### src/sfs_pkg.sv
// Types, codes and constants of the sprite frame sequencer.
// Used by every module of the block; depends on nothing.
package sfs_pkg;

	localparam int MAX_FRAMES = 16;
	localparam logic [15:0] DEFAULT_DELAY = 16'd6;
	localparam logic [16:0] TICK_MAX = 17'h1FFFF;
	localparam logic [4:0] FRAME_LIMIT = (MAX_FRAMES < 16) ? 5'(MAX_FRAMES) : 5'd16;
	localparam logic [12:0] SHEET_MAX = 13'd4096;
	localparam int DIV_STEPS = 16;

	typedef enum logic [2:0] {
		KIND_TICK      = 3'd0,
		KIND_PLAY      = 3'd1,
		KIND_PAUSE     = 3'd2,
		KIND_STOP      = 3'd3,
		KIND_RESUME    = 3'd4,
		KIND_SET_DELAY = 3'd5
	} kind_t;

	typedef enum logic [2:0] {
		REG_FRAME_COUNT  = 3'd0,
		REG_LOOP_ENABLE  = 3'd1,
		REG_LOOP_DELAY   = 3'd2,
		REG_FRAME_WIDTH  = 3'd3,
		REG_FRAME_HEIGHT = 3'd4,
		REG_START_X      = 3'd5,
		REG_START_Y      = 3'd6,
		REG_SHEET_WIDTH  = 3'd7
	} reg_idx_t;

	typedef struct packed {
		logic [4:0]  frame_count;
		logic        loop_enable;
		logic [15:0] loop_delay;
		logic [11:0] frame_width;
		logic [11:0] frame_height;
		logic [11:0] start_x;
		logic [11:0] start_y;
		logic [12:0] sheet_width;
	} cfg_t;

	typedef struct packed {
		logic        start;
		logic [15:0] dividend;
		logic [12:0] divisor;
	} div_req_t;

	typedef struct packed {
		logic        done;
		logic [15:0] quotient;
		logic [12:0] remainder;
	} div_rsp_t;

	typedef struct packed {
		logic [3:0]  frame;
		logic [11:0] rect_x;
		logic [15:0] rect_y;
		logic        running;
		logic        finished;
		logic        write_ok;
	} res_t;

endpackage

### src/sfs_regs.sv
// Configuration register file of the sprite frame sequencer.
// Depends on sfs_pkg for the register indexes and the cfg_t bundle.
module sfs_regs (
	input  logic              clk,
	input  logic              arst_n,
	input  logic              cfg_valid,
	output logic              cfg_ready,
	input  logic [2:0]        cfg_index,
	input  logic [15:0]       cfg_data,
	output sfs_pkg::cfg_t     cfg
);

	sfs_pkg::cfg_t cfg_q;

	assign cfg_ready = 1'b1;
	assign cfg = cfg_q;

	always_ff @(posedge clk or negedge arst_n) begin
		if (!arst_n) begin
			cfg_q.frame_count  <= 5'd1;
			cfg_q.loop_enable  <= 1'b1;
			cfg_q.loop_delay   <= 16'd0;
			cfg_q.frame_width  <= 12'd16;
			cfg_q.frame_height <= 12'd16;
			cfg_q.start_x      <= 12'd0;
			cfg_q.start_y      <= 12'd0;
			cfg_q.sheet_width  <= 13'd256;
		end else if (cfg_valid) begin
			unique case (sfs_pkg::reg_idx_t'(cfg_index))
				sfs_pkg::REG_FRAME_COUNT:  cfg_q.frame_count  <= cfg_data[4:0];
				sfs_pkg::REG_LOOP_ENABLE:  cfg_q.loop_enable  <= cfg_data[0];
				sfs_pkg::REG_LOOP_DELAY:   cfg_q.loop_delay   <= cfg_data;
				sfs_pkg::REG_FRAME_WIDTH:  cfg_q.frame_width  <= cfg_data[11:0];
				sfs_pkg::REG_FRAME_HEIGHT: cfg_q.frame_height <= cfg_data[11:0];
				sfs_pkg::REG_START_X:      cfg_q.start_x      <= cfg_data[11:0];
				sfs_pkg::REG_START_Y:      cfg_q.start_y      <= cfg_data[11:0];
				sfs_pkg::REG_SHEET_WIDTH:  cfg_q.sheet_width  <= cfg_data[12:0];
				default: ;
			endcase
		end
	end

endmodule

### src/sfs_div.sv
// Restoring divider of the sequencer: one quotient bit per cycle while busy.
// Depends on sfs_pkg for the request and response bundles.
module sfs_div (
	input  logic                clk,
	input  logic                arst_n,
	input  sfs_pkg::div_req_t   req,
	output sfs_pkg::div_rsp_t   rsp
);

	logic [15:0] dvd_q;
	logic [12:0] rem_q;
	logic [3:0]  cnt_q;
	logic        busy_q;
	logic        done_q;
	logic [12:0] dsr_q;
	logic [13:0] trial;
	logic [13:0] diff;
	logic        fits;

	assign trial = {rem_q, dvd_q[15]};
	assign diff  = trial - {1'b0, dsr_q};
	assign fits  = trial >= {1'b0, dsr_q};

	always_ff @(posedge clk or negedge arst_n) begin
		if (!arst_n) begin
			busy_q <= 1'b0;
			done_q <= 1'b0;
			cnt_q  <= '0;
		end else begin
			done_q <= 1'b0;
			if (req.start) begin
				busy_q <= 1'b1;
				cnt_q  <= '0;
			end else if (busy_q) begin
				cnt_q <= cnt_q + 4'd1;
				if (cnt_q == 4'(sfs_pkg::DIV_STEPS - 1)) begin
					busy_q <= 1'b0;
					done_q <= 1'b1;
				end
			end
		end
	end

	always_ff @(posedge clk) begin
		if (req.start) begin
			dvd_q <= req.dividend;
			dsr_q <= req.divisor;
			rem_q <= '0;
		end else if (busy_q) begin
			dvd_q <= {dvd_q[14:0], fits};
			rem_q <= fits ? diff[12:0] : trial[12:0];
		end
	end

	assign rsp.done      = done_q;
	assign rsp.quotient  = dvd_q;
	assign rsp.remainder = rem_q;

endmodule

### src/sfs_ctrl.sv
// Sequencer of the sprite frame sequencer: animation state, delay table,
// frame position, scaling and the result register. Uses sfs_pkg and drives sfs_div.
module sfs_ctrl (
	input  logic                clk,
	input  logic                arst_n,
	input  sfs_pkg::cfg_t       cfg,
	input  logic                in_valid,
	output logic                in_ready,
	input  logic [2:0]          kind,
	input  logic [3:0]          delay_index,
	input  logic [15:0]         delay_value,
	output sfs_pkg::div_req_t   div_req,
	input  sfs_pkg::div_rsp_t   div_rsp,
	output logic                out_valid,
	input  logic                out_ready,
	output sfs_pkg::res_t       res
);

	typedef enum logic [4:0] {
		ST_IDLE  = 5'b00001,
		ST_POS   = 5'b00010,
		ST_DIV   = 5'b00100,
		ST_SCALE = 5'b01000,
		ST_HOLD  = 5'b10000
	} state_t;

	state_t        state_q;
	logic [3:0]    frame_q;
	logic [16:0]   tick_q;
	logic          running_q;
	logic          finished_q;
	logic          ok_q;
	logic [15:0]   delay_q [sfs_pkg::MAX_FRAMES];
	logic [27:0]   prod_q;
	logic          out_valid_q;
	sfs_pkg::res_t res_q;

	logic [4:0]    eff_count;
	logic [3:0]    last_frame;
	logic [12:0]   sheet_w;
	logic [16:0]   tick_inc;
	logic [16:0]   cur_delay;
	logic [16:0]   wrap_at;
	logic [3:0]    frame_d;
	logic [16:0]   tick_d;
	logic          running_d;
	logic          finished_d;
	logic          ok_d;
	logic          accept;
	logic [15:0]   pos;
	logic [28:0]   ry_full;

	assign accept   = in_valid && in_ready;
	assign in_ready = (state_q == ST_IDLE);

	always_comb begin
		if (cfg.frame_count == 5'd0) begin
			eff_count = 5'd1;
		end else if (cfg.frame_count > sfs_pkg::FRAME_LIMIT) begin
			eff_count = sfs_pkg::FRAME_LIMIT;
		end else begin
			eff_count = cfg.frame_count;
		end
		if (cfg.sheet_width == 13'd0) begin
			sheet_w = 13'd1;
		end else if (cfg.sheet_width > sfs_pkg::SHEET_MAX) begin
			sheet_w = sfs_pkg::SHEET_MAX;
		end else begin
			sheet_w = cfg.sheet_width;
		end
	end

	assign last_frame = 4'(eff_count - 5'd1);
	assign tick_inc   = (tick_q == sfs_pkg::TICK_MAX) ? tick_q : tick_q + 17'd1;
	assign cur_delay  = {1'b0, delay_q[frame_q]};
	assign wrap_at    = cur_delay + {1'b0, cfg.loop_delay};

	always_comb begin
		frame_d    = frame_q;
		tick_d     = tick_q;
		running_d  = running_q;
		finished_d = finished_q;
		ok_d       = 1'b1;
		unique case (sfs_pkg::kind_t'(kind))
			sfs_pkg::KIND_TICK: begin
				if (finished_q) begin
					tick_d = '0;
				end else if (running_q) begin
					tick_d = tick_inc;
					if (tick_inc >= cur_delay) begin
						if (frame_q < last_frame) begin
							frame_d = frame_q + 4'd1;
							tick_d  = '0;
						end else if (cfg.loop_enable) begin
							if (cfg.loop_delay == 16'd0 || tick_inc >= wrap_at) begin
								frame_d = '0;
								tick_d  = '0;
							end
						end else begin
							finished_d = 1'b1;
							running_d  = 1'b0;
						end
					end
				end
			end
			sfs_pkg::KIND_PLAY: begin
				frame_d    = '0;
				tick_d     = '0;
				running_d  = 1'b1;
				finished_d = 1'b0;
			end
			sfs_pkg::KIND_PAUSE: running_d = 1'b0;
			sfs_pkg::KIND_STOP: begin
				frame_d    = '0;
				tick_d     = '0;
				running_d  = 1'b0;
				finished_d = 1'b0;
			end
			sfs_pkg::KIND_RESUME: running_d = 1'b1;
			sfs_pkg::KIND_SET_DELAY: ok_d = ({1'b0, delay_index} < eff_count);
			default: ;
		endcase
	end

	assign pos = 16'(frame_q) * 16'(cfg.frame_width) + 16'(cfg.start_x);

	assign div_req.start    = (state_q == ST_POS);
	assign div_req.dividend = pos;
	assign div_req.divisor  = sheet_w;

	assign ry_full = 29'(prod_q) + 29'(cfg.start_y);

	always_ff @(posedge clk or negedge arst_n) begin
		if (!arst_n) begin
			state_q     <= ST_IDLE;
			frame_q     <= '0;
			tick_q      <= '0;
			running_q   <= 1'b1;
			finished_q  <= 1'b0;
			for (int i = 0; i < sfs_pkg::MAX_FRAMES; i++) begin
				delay_q[i] <= sfs_pkg::DEFAULT_DELAY;
			end
		end else begin
			unique case (state_q)
				ST_IDLE: begin
					if (accept) begin
						frame_q    <= frame_d;
						tick_q     <= tick_d;
						running_q  <= running_d;
						finished_q <= finished_d;
						if (sfs_pkg::kind_t'(kind) == sfs_pkg::KIND_SET_DELAY && ok_d) begin
							delay_q[delay_index] <= delay_value;
						end
						state_q <= ST_POS;
					end
				end
				ST_POS: state_q <= ST_DIV;
				ST_DIV: begin
					if (div_rsp.done) begin
						state_q <= ST_SCALE;
					end
				end
				ST_SCALE: state_q <= ST_HOLD;
				ST_HOLD: begin
					if (!out_valid_q || out_ready) begin
						state_q <= ST_IDLE;
					end
				end
				default: state_q <= ST_IDLE;
			endcase
		end
	end

	always_ff @(posedge clk or negedge arst_n) begin
		if (!arst_n) begin
			out_valid_q <= 1'b0;
		end else if (state_q == ST_HOLD && (!out_valid_q || out_ready)) begin
			out_valid_q <= 1'b1;
		end else if (out_ready) begin
			out_valid_q <= 1'b0;
		end
	end

	always_ff @(posedge clk) begin
		if (accept) begin
			ok_q <= ok_d;
		end
		if (state_q == ST_SCALE) begin
			prod_q <= 28'(cfg.frame_height) * 28'(div_rsp.quotient);
		end
		if (state_q == ST_HOLD && (!out_valid_q || out_ready)) begin
			res_q.frame    <= frame_q;
			res_q.rect_x   <= div_rsp.remainder[11:0];
			res_q.rect_y   <= (ry_full > 29'd65535) ? 16'hFFFF : ry_full[15:0];
			res_q.running  <= running_q;
			res_q.finished <= finished_q;
			res_q.write_ok <= ok_q;
		end
	end

	assign out_valid = out_valid_q;
	assign res       = res_q;

endmodule

### src/sprite_frame_sequencer_top.sv
// Sprite animation frame sequencer, top level: ports, register file, sequencer, divider.
// Depends on sfs_pkg, sfs_regs, sfs_ctrl and sfs_div.
//
// Each input beat is one command: tick, play, pause, stop, resume or a delay write.
// Every command yields exactly one output beat with the frame number, the frame's
// rectangle on the sheet, the running and finished flags and a write status.
// Configuration beats write one of eight registers and are taken every cycle;
// they are to be sent only while no command is in flight.
// The output beat becomes valid after the command passes the position, divide,
// scale and hold states, once any held beat is taken; in_ready is low from the
// input beat until the sequencer is idle again, so a new command is taken only after
// the last one is through. A restoring divider splits the frame position by the sheet width.
// The output register holds a finished beat while the next command is taken.
// If the receiver stalls with a beat still held, the sequencer waits at the end
// of the next command and keeps in_ready low until the held beat is taken.
// Reset sets frame 0, playing, not finished, all delays six ticks, configuration at
// its reset values; the result and datapath registers are not reset.
module sprite_frame_sequencer_top (
	input  logic        clk,
	input  logic        arst_n,
	input  logic        cfg_valid,
	output logic        cfg_ready,
	input  logic [2:0]  cfg_index,
	input  logic [15:0] cfg_data,
	input  logic        in_valid,
	output logic        in_ready,
	input  logic [2:0]  kind,
	input  logic [3:0]  delay_index,
	input  logic [15:0] delay_value,
	output logic        out_valid,
	input  logic        out_ready,
	output logic [3:0]  out_frame,
	output logic [11:0] rect_x,
	output logic [15:0] rect_y,
	output logic        is_running,
	output logic        is_finished,
	output logic        write_ok
);

	sfs_pkg::cfg_t     cfg;
	sfs_pkg::div_req_t div_req;
	sfs_pkg::div_rsp_t div_rsp;
	sfs_pkg::res_t     res;

	sfs_regs u_regs (
		.clk       (clk),
		.arst_n    (arst_n),
		.cfg_valid (cfg_valid),
		.cfg_ready (cfg_ready),
		.cfg_index (cfg_index),
		.cfg_data  (cfg_data),
		.cfg       (cfg)
	);

	sfs_div u_div (
		.clk    (clk),
		.arst_n (arst_n),
		.req    (div_req),
		.rsp    (div_rsp)
	);

	sfs_ctrl u_ctrl (
		.clk         (clk),
		.arst_n      (arst_n),
		.cfg         (cfg),
		.in_valid    (in_valid),
		.in_ready    (in_ready),
		.kind        (kind),
		.delay_index (delay_index),
		.delay_value (delay_value),
		.div_req     (div_req),
		.div_rsp     (div_rsp),
		.out_valid   (out_valid),
		.out_ready   (out_ready),
		.res         (res)
	);

	assign out_frame   = res.frame;
	assign rect_x      = res.rect_x;
	assign rect_y      = res.rect_y;
	assign is_running  = res.running;
	assign is_finished = res.finished;
	assign write_ok    = res.write_ok;

endmodule

### config.mk
export PLATFORM = sky130hd
export DESIGN_NAME = sprite_frame_sequencer_top
export DESIGN_NICKNAME = d
export VERILOG_FILES = /design/src/sfs_pkg.sv /design/src/sfs_regs.sv /design/src/sfs_div.sv /design/src/sfs_ctrl.sv /design/src/sprite_frame_sequencer_top.sv
export SDC_FILE = /design/constraint.sdc
export NUM_CORES = 1
export LEC_CHECK = 0
export BUFFER_PORTS_ARGS = -buffer_cell sky130_fd_sc_hd__buf_2
export CELL_PAD_IN_SITES_DETAIL_PLACEMENT = 1
export CELL_PAD_IN_SITES_GLOBAL_PLACEMENT = 1
export CORE_MARGIN = 2
export CORE_UTILIZATION = 50
export CTS_CLUSTER_DIAMETER = 50
export DETAILED_ROUTE_END_ITERATION = 6
export GPL_ROUTABILITY_DRIVEN = 0
export GPL_TIMING_DRIVEN = 0
export PLACE_DENSITY_LB_ADDON = 0.1
export SYNTH_ARGS = -nofsm -noshare
export SYNTH_HDL_FRONTEND = slang
export SYNTH_SLANG_ARGS = --single-unit
### constraint.sdc
create_clock -name clk -period 12.9 [get_ports clk]
set_input_delay 1.935 -clock clk [delete_from_list [all_inputs] [get_ports clk]]
set_output_delay 1.935 -clock clk [all_outputs]
set_load 0.005 [all_outputs]
## After elaboration in Yosys (flattened, before gate mapping)

Index checks and enable logic that the tools add are counted.

| operators by class | value |
|---|---|
| add/sub/neg operators | 8 |
| $mul | 2 |
| $lt $le $gt $ge | 11 |
| eq/ne operators | 28 |
| muxes and demuxes | 54 |
| bitwise gates (word level) | 2 |
| reductions and logical operators | 34 |

Operators with widths:

| cell | number |
|---|---|
| $bwmux 256 | 1 |
| $mux 17 | 7 |
| $mux 16 | 5 |
| $bmux 16 s4 | 1 |
| $demux 16 s4 | 1 |
| $pmux 17 s2 | 1 |
| $mux 4 | 8 |
| $add 28x12->29 | 1 |
| $gt 29x16->1 const B | 1 |
| $mul 12x16->28 | 1 |
| $mux 13 | 2 |
| $mux 5 | 5 |
| $pmux 5 s5 | 1 |
| $mux 1 | 19 |
| $eq 3x3->1 const B | 6 |
| $add 16x16->17 | 1 |
| $add 17x1->17 const B | 1 |
| $eq 17x17->1 const B | 1 |
| $ge 17x16->1 | 1 |
| $ge 17x17->1 | 1 |
| $add 16x12->16 | 1 |
| $logic_not 16->1 | 1 |
| $mul 4x12->16 | 1 |
| $reduce_and 2->1 | 8 |
| other kinds (38) | 63 |

| storage, ports and cells | value |
|---|---|
| register bits | 480 |
| input bits | 47 |

## Longest topological paths before layout

Gate-level depths: netlist of the first run.

| depth | value |
|---|---|
| word-level depth | 14 |
| depth in mapped cells | 29 |
| mapped depth without buffers | 25 |

## Cells and area by module

Synthesis of the first run repeated with hierarchy kept, for this count alone.

| second synthesis, totals | value |
|---|---|
| cells, all modules | 2,619 |
| area total of the unflattened synthesis | 31,570.3 um2 |

Modules (own cells, without submodules):

| module | instances | cells an instance | area an instance (um2) | seq. area each (um2) |
|---|---|---|---|---|
| sfs_ctrl | 1 | 2,192 | 25,710.9 | 9,096.2 |
| sfs_regs | 1 | 183 | 3,168.0 | 2,083.2 |
| sfs_div | 1 | 244 | 2,691.3 | 1,281.2 |

## Least setup slack after synthesis of the first run

No wires, ideal clock.

| timing path | value |
|---|---|
| kind | register -> register |
| start | reg u_ctrl.frame_q[0] |
| end | reg u_ctrl.tick_q[10] |
| library setup time | 66 ps |
| arrival time | 5,914 ps |
| data required time | 12,834 ps |
| slack | 6,920 ps |
| stages on the path, launching flop included | 26 |
| path buffers | 5 |
| period minus slack after synthesis | 5,980 ps |
| cell sequence | dfrtp_1 > clkbuf_1 > buf_1 > buf_2 > mux4_2 > a22oi_1 > nand2_1 > ha_1 > fa_1 > a21o_1 > a21oi_1 > o21bai_1 > o311ai_0 > nand3_1 > o41ai_1 > o21ai_0 > a31oi_1 > ha_1 > and4_1 > a22oi_1 > o211ai_1 > and2_1 > buf_2 > nor3_4 > buf_4 > a22o_1 |

| on the way | value |
|---|---|
| longest elaborated chain between the ends | 14 |
| elaborated cells on any way between the ends | 16 |
| those cells by class | add/sub (1); order compare (3); mux (10); bitwise (1); reduce/logical (1) |

RTL lines:

| element | RTL line | text |
|---|---|---|
| from (decl) | sfs_ctrl.sv:28 | `logic [3:0] frame_q;` |
| from (signal assigned) | sfs_ctrl.sv:147 | `frame_q <= frame_d;` |
| $not 4->5 (not written as such) | sfs_ctrl.sv:75 | `assign cur_delay = {1'b0, delay_q[frame_q]};` |
| $bmux 16 s4 | sfs_ctrl.sv:75 |  |
| $mux 16 (not written as such) (2 in series) | sfs_ctrl.sv:75 |  |
| $add 16x16->17 | sfs_ctrl.sv:76 | `assign wrap_at = cur_delay + {1'b0, cfg.loop_delay};` |
| $ge 17x17->1 | sfs_ctrl.sv:95 | `if (cfg.loop_delay == 16'd0 \|\| tick_inc >= wrap_at) begin` |
| $logic_or 1x1->1 | sfs_ctrl.sv:95 |  |
| $mux 17 | sfs_ctrl.sv:95 |  |
| $mux 17 | sfs_ctrl.sv:94 | `end else if (cfg.loop_enable) begin` |
| $mux 17 | sfs_ctrl.sv:91 | `if (frame_q < last_frame) begin` |
| $mux 17 * | sfs_ctrl.sv:90 | `if (tick_inc >= cur_delay) begin` |
| $mux 17 * | sfs_ctrl.sv:88 | `end else if (running_q) begin` |
| $mux 17 * | sfs_ctrl.sv:86 | `if (finished_q) begin` |
| $pmux 17 s2 * | sfs_ctrl.sv:84 | `unique case (sfs_pkg::kind_t'(kind))` |
| to (signal assigned) | sfs_ctrl.sv:148 | `tick_q <= tick_d;` |
| to (decl) | sfs_ctrl.sv:29 | `logic [16:0] tick_q;` |

Mark *: on every way between the ends. The rest lies on a longest branch, timed or not. The select of a mux whose other input is x is not followed.
A chain may end at the register's enable or synchronous reset.

## Final worst setup path of the first run

| timing path | value |
|---|---|
| start | reg u_ctrl.frame_q[0] |
| end | reg u_ctrl.tick_q[0] |

The elaborated chain is that of the path after synthesis.

==> results.sh, run 1 <==
export IMPL_vias_per_cell=5.73
export IMPL_post_cts_setup_buffers=0
export IMPL_synthXorXnorAreaFrac_pct=2.36
export IMPL_rsz0062_at_grt="no"
export IMPL_antenna_found_initial=4
export IMPL_synth_flop_cell="dfrtp_1"
export IMPL_start_util_pct=50.5
export IMPL_yosysSeqAreaShare_pct=39.1
export IMPL_drtIter0Drc=1011
export IMPL_placedCellCount=3716
export IMPL_fin_setup_tns_ns=0
export IMPL_post_synth_num_cell_types=86
export IMPL_drtPass1Iterations=4
export IMPL_die_height_um=256
export IMPL_path_class="flop to flop"
export IMPL_multi_input_area_sq_um=17900
export IMPL_synth_area_per_cell_sq_um=11.4
export IMPL_slew_limit_headroom_pct=17.0
export IMPL_yosysWarningCount=0
export IMPL_root_buffer="clkbuf_16"
export IMPL_cts_tree="yes"
export IMPL_ctsResizeCount=0
export IMPL_wire_per_inst_um=22.6
export IMPL_ys_seq_elements=480
export IMPL_synthCells=2787
export IMPL_post_route_drc_count=0
export IMPL_grt_usage_pct=27.1
export IMPL_timing_final_crit_share_pct=62.4
export IMPL_slew_violations=0
export IMPL_min_path_type="flop to flop"
export IMPL_grt_first_pass_wirelength_um=141000
export IMPL_cts_buffers=66
export IMPL_cp_required_ns=13.43
export IMPL_drtAntennaViolNets=0
export IMPL_cp_start_kind="flop"
export IMPL_synth_edf_count=93
export IMPL_cts_sinks=480
export IMPL_synthArstFlopShare_pct=77.9
export IMPL_synth_top_family_by_area="adder cells"
export IMPL_grt_overflow_total=0
export IMPL_grtUsageMet1_pct=34.6
export IMPL_design_area_sq_um=35900
export IMPL_fmax_mhz=124
export IMPL_endpoint_kind="flop"
export IMPL_syn_area_sq_um=31900
export IMPL_layout_drive_gt1_share_pct=23.2
export IMPL_fin_cells=3841
export IMPL_busiest_layer="met2"
export IMPL_pin_count=85
export IMPL_timing_hold_violations_final=0
export IMPL_synth_simple_area_share_pct=10.7
export IMPL_num_vias=22000
export IMPL_synth_compound_area_share_pct=8.20
export IMPL_seq_area_sq_um=12500
export IMPL_io_buffers=79
export IMPL_tightest_slew_ns=1.24
export IMPL_outcome="finished, final reports clean"
export IMPL_clk_latency_ns=0.62
export IMPL_max_cap_violations=0
export IMPL_core_area_sq_um=63100
export IMPL_postCtsHoldBufs=0
export IMPL_grt_pass1_vias=24800
export IMPL_synth_nets=3182
export IMPL_areaGrowthSynthToFinish_pct=12.5
export IMPL_clock_skew_ns=0.0219
export IMPL_critical_path_arrival_ns=8.58
export IMPL_fp_row_count=92
export IMPL_grt_max_degree=120
export IMPL_fp_dieW_um=256
export IMPL_dpl_hpwl_um=66000
export IMPL_nFillCells=6619
export IMPL_synthAdderAreaFrac_pct=17.8
export IMPL_period_needed_ns=8.05
export IMPL_finalNetCount=3333
export IMPL_h_tree_depth=3
export IMPL_path_max_fanout=10
export IMPL_clockBufferDepth=3
export IMPL_path_clk_slew_ns=0.06
export IMPL_muxShareOfSynthArea_pct=17.0
export IMPL_setup_viol=0
export IMPL_dieArea_sq_um=65800
export IMPL_place_area_sq_um=33400
export IMPL_use_met3_pct=3.10
export IMPL_wl_um=86800
export IMPL_met2_usage_pct=48.9
## routing by layer
| layer | up-vias | part of all wire, % |
|---|---|---|
| li1 | 10000 | - |
| met1 | 11500 | 42 |
| met2 | 358 | 52 |
| met3 | 116 | 3.1 |
| met4 | 0 | 2.2 |
| met5 | - | 0 |
## per-stage QoR
step | setup WS (ns) | hold WS [ns] | util [%]
finish | 4.85 | 0.433 | 56.8
global route | 4.38 | 0.452 | 56.8
CTS | 4.86 | 0.432 | 56.8
detailed placement | 4.95 | 0.418 | 53.0
global placement | 2.70 | 0.417 | 52.8
floorplan | 6.92 | 0.400 | -
## critical path, stage by stage, from the launching register on
cell and delay (ns):
dfrtp_1 0.44, clkbuf_1 0.43, buf_2 0.44, buf_1 0.81
mux2i_1 0.29, a21oi_1 0.16, a22oi_1 0.24, and2_1 0.37
inv_1 0.15, fa_1 0.46, a21o_1 0.18, a21oi_1 0.22
o21bai_1 0.13, o311ai_0 0.39, nand3_1 0.19, o41ai_1 0.48
o21ai_0 0.27, a31oi_1 0.26, ha_1 0.28, and4_1 0.23
a22oi_1 0.25, o211ai_1 0.16, and2_1 0.18, buf_2 0.19
nor3_4 0.32, buf_4 0.25, a22o_1 0.17
## synth_stat cells, drive strengths merged (33+ instances only)
library cell  number  area [sq um]
nand3             33           165
nor3              44           293
mux2             354          4060
clkbuf            98           368
inv              242           908
mux2i             63           631
dfrtp            335          8380
o21ai             88           440
a21oi             90           462
buf               41           288
xnor2             54           473
nor2              95           417
fa               174          3480
edfxtp            93          2790
and2             106           663
nand2            233           877
dfstp             39          1020
a21o              35           263
ha               174          2180
## registers in the layout (all words and copies together), names as in the netlist, 4 cells and up
register / flops
u_ctrl.delay_q: 256
u_regs.cfg: 83
u_ctrl.res: 35
u_ctrl.prod_q: 28
u_ctrl.tick_q: 17
u_div.dvd_q: 16
u_div.dsr_q: 13
u_div.rem_q: 13
u_ctrl.state_q: 5
u_ctrl.frame_q: 4
u_div.cnt_q: 4
## final cells by class
cell class                 instances  area share (%)
tap                              846            2.95
antenna                            3          0.0209
multi-input combinational       1926            49.8
buffer                           139            1.83
inverter                         242            2.53
sequential                       480            34.8
timing repair buffer              83            1.42
clock inverter                    37            1.58
clock buffer                      85            5.12
## layout by cell type, fill, tap and decap left out, types with 14 or more instances in the layout
master     Yosys  layout
and3_1        16      16
buf_1         14      14
edfxtp_1      93      93
fa_1         174     174
ha_1         174     174
a21o_1        35      35
xnor2_1       54      54
dfstp_2       39      39
clkbuf_1      98     108
nor2_1        83      82
a21oi_1       89      89
inv_1        241     241
dfrtp_1      335     335
a221oi_1      17      17
nand4_1       19      19
nand3_1       33      33
o211ai_1      16      16
mux2i_1       63      63
o31ai_1       15      15
xor2_1        32      32
o21ai_0       86      86
nor2b_1       26      26
mux2_2       334     334
buf_2          9      87
a22oi_1       17      17
nand2_1      232     232
and2_1       105     105
clkbuf_16      0      68
nor3_1        37      37
mux4_2        32      32
nand2b_1      32      32
mux2_4        20      20
## path summary, 6_finish.rpt
check	from	endpoint	slack, ns	cells after the start
setup / recovery	u_ctrl.frame_q[0]	u_ctrl.tick_q[0]	4.85	26
hold / removal	u_ctrl.ok_q	u_ctrl.res[0]	0.43	0
setup reg to reg	u_ctrl.frame_q[0]	u_ctrl.tick_q[0]	4.85	26
hold reg to reg	u_ctrl.ok_q	u_ctrl.res[0]	0.43	0
max in group asynchronous	arst_n	u_ctrl.delay_q[223]	10.19	3
min in group asynchronous	arst_n	u_regs.cfg[22]	1.28	1
## cell families after synthesis
family | after synthesis
adders and majority gates | 348
other | 1
and+or+nand+nor | 658
xor gates and xnor gates | 86
DFF | 480
AOI/OAI and AO/OA | 384
muxes | 449
buffers and inverters | 381
Power of run 1 is not shown: default switching activity piles up to over one toggle a cycle in this logic, so the estimate is an artifact.
==> run 2: changes to the inputs <==
Clock period 12.9 ns to 7.6 ns, I/O delays scaled along.
==> results.sh, run 2 (synthesis gave the netlist of run 1 again) <==
export IMPL_finalNetCount=3333
export IMPL_top_register="u_ctrl.delay_q"
export IMPL_wire_per_inst_um=22.6
export IMPL_antenna_found_initial=4
export IMPL_root_buffer="clkbuf_16"
export IMPL_grt_usage_pct=27.1
export IMPL_drtIter0Drc=1038
export IMPL_rsz0062_at_grt="no"
export IMPL_slew_limit_headroom_pct=16.3
export IMPL_num_vias=22000
export IMPL_slew_violations=0
export IMPL_crit_slowest_cell="dfrtp_1"
export IMPL_dpl_hpwl_um=66000
export IMPL_reg2reg_slack_ns=0.45
export IMPL_layout_commonest_cell="dfrtp_1"
export IMPL_path_clk_slew_ns=0.06
export IMPL_clk_latency_ns=0.62
export IMPL_cp_start_kind="flop"
export IMPL_setup_viol=0
export IMPL_final_cell_mix="335 x dfrtp_1, 334 x mux2_2, 241 x inv_1, 232 x nand2_1"
export IMPL_crit_buf_inv=5
export IMPL_post_route_drc_count=0
export IMPL_h_tree_depth=3
export IMPL_start_util_pct=50.5
export IMPL_dieArea_sq_um=65800
export IMPL_design_area_sq_um=35900
export IMPL_fp_row_count=92
export IMPL_pin_count=85
export IMPL_endpoint_kind="flop"
export IMPL_grt_max_degree=120
export IMPL_largest_reg_flops=256
export IMPL_io_buffers=79
export IMPL_grt_overflow_total=0
export IMPL_fmax_mhz=140
export IMPL_cts_sinks=480
export IMPL_vias_per_cell=5.74
export IMPL_grt_first_pass_wirelength_um=141000
export IMPL_clock_skew_ns=0.0237
export IMPL_min_path_type="flop to flop"
export IMPL_die_height_um=256
export IMPL_path_max_fanout=10
export IMPL_cp_slowest_stage_delay_ns=0.44
export IMPL_cts_tree="yes"
export IMPL_drtPass1Iterations=5
export IMPL_critPathTopFamily="compound AO/OA/AOI/OAI gates"
export IMPL_place_area_sq_um=33400
export IMPL_grt_pass1_vias=24800
export IMPL_tightest_slew_ns=1.25
export IMPL_period_needed_ns=7.15
export IMPL_drtAntennaViolNets=0
export IMPL_path_class="flop to flop"
export IMPL_max_cap_violations=0
export IMPL_outcome="finished, final reports clean"
export IMPL_areaGrowthSynthToFinish_pct=12.6
export IMPL_fp_dieW_um=256
export IMPL_cp_required_ns=8.13
export IMPL_timing_hold_violations_final=0
export IMPL_layout_drive_gt1_share_pct=23.6
export IMPL_critical_path_arrival_ns=7.69
export IMPL_core_area_sq_um=63100
export IMPL_cts_buffers=66
export IMPL_fin_setup_tns_ns=0
export IMPL_clockBufferDepth=3
export IMPL_timing_final_crit_share_pct=94.1
export IMPL_wl_um=86900
[run 2: cell types whose count changed in the layout (fill, tap and decap cells not counted)]
cell      change
and2_1        -1
and2_2        +1
buf_1         -5
buf_4         +1
clkbuf_1      -5
clkbuf_2      +5
clkbuf_4      +4
diode_2       -2
o41ai_1       -1
o41ai_2       +1
[run 2: worst reg2reg max path, cell delays in order (launching register included)]
cell,delay [ns]
dfrtp_1,0.44
buf_2,0.28
clkbuf_4,0.29
buf_4,0.29
mux2_2,0.37
o21ai_0,0.17
a21oi_1,0.08
a22oi_1,0.18
nand2_1,0.25
ha_1,0.33
fa_1,0.42
a21o_1,0.18
a21oi_1,0.22
o21bai_1,0.13
o311ai_0,0.39
nand3_1,0.22
o41ai_2,0.33
o21ai_0,0.23
a31oi_1,0.25
ha_1,0.28
and4_1,0.23
a22oi_1,0.25
o211ai_1,0.16
and2_1,0.18
buf_2,0.19
nor3_4,0.32
buf_4,0.26
a22o_1,0.17
[run 2: area by class of cell]
cell class	instances	area, sq um
clock inverters	37	567
well taps	846	1060
diodes	1	2.50
multi-input cells	1926	17900
inverters	242	908
plain buffers	139	681
fillers	6614	27200
repair buffers	83	508
clock buffers	85	1840
flip-flops and latches	480	12500
[run 2: repair_timing]
action / 4_1_cts / 5_1_grt
hold buffers: 0 / 0
setup endpoints to repair: 21 / 21
gates resized for setup: 11 / 20
buffers inserted: 0 / 0
hold endpoints to repair: 0 / 0
[run 2: stage by stage]
| stage | cells | setup WS (ns) | hold slack (ns) | util [%] |
|---|---|---|---|---|
| 2_1_floorplan | 2787 | 1.62 | 0.400 | - |
| 3_3_place_gp | 3712 | -1.81 | 0.417 | 52.8 |
| 3_5_place_dp | 3716 | -0.350 | 0.418 | 53.0 |
| 4_1_cts | 3838 | 0.0140 | 0.432 | 56.9 |
| 5_1_grt | 3839 | 0.0225 | 0.452 | 56.9 |
| 6_report | 3839 | 0.445 | 0.433 | 56.9 |
[run 2: final timing paths]
kind	start	to	depth (start not counted)
worst max-delay path	u_ctrl.frame_q[0]	u_ctrl.tick_q[0]	27
worst min register to register	u_ctrl.ok_q	u_ctrl.res[0]	0
min in group asynchronous	arst_n	u_regs.cfg[22]	1
worst max register to register	u_ctrl.frame_q[0]	u_ctrl.tick_q[0]	27
max in group asynchronous	arst_n	u_ctrl.delay_q[223]	3
worst min-delay path	u_ctrl.ok_q	u_ctrl.res[0]	0
[run 2: per-layer routing]
layer,up-vias,part of all wire (%),track usage [%]
met5,-,0,0
met4,0,2.1,7.17
met3,117,3.1,3.22
met2,350,52,48.9
met1,11600,42,34.5
li1,10000,-,-
Power of run 2 is left out for the same reason.
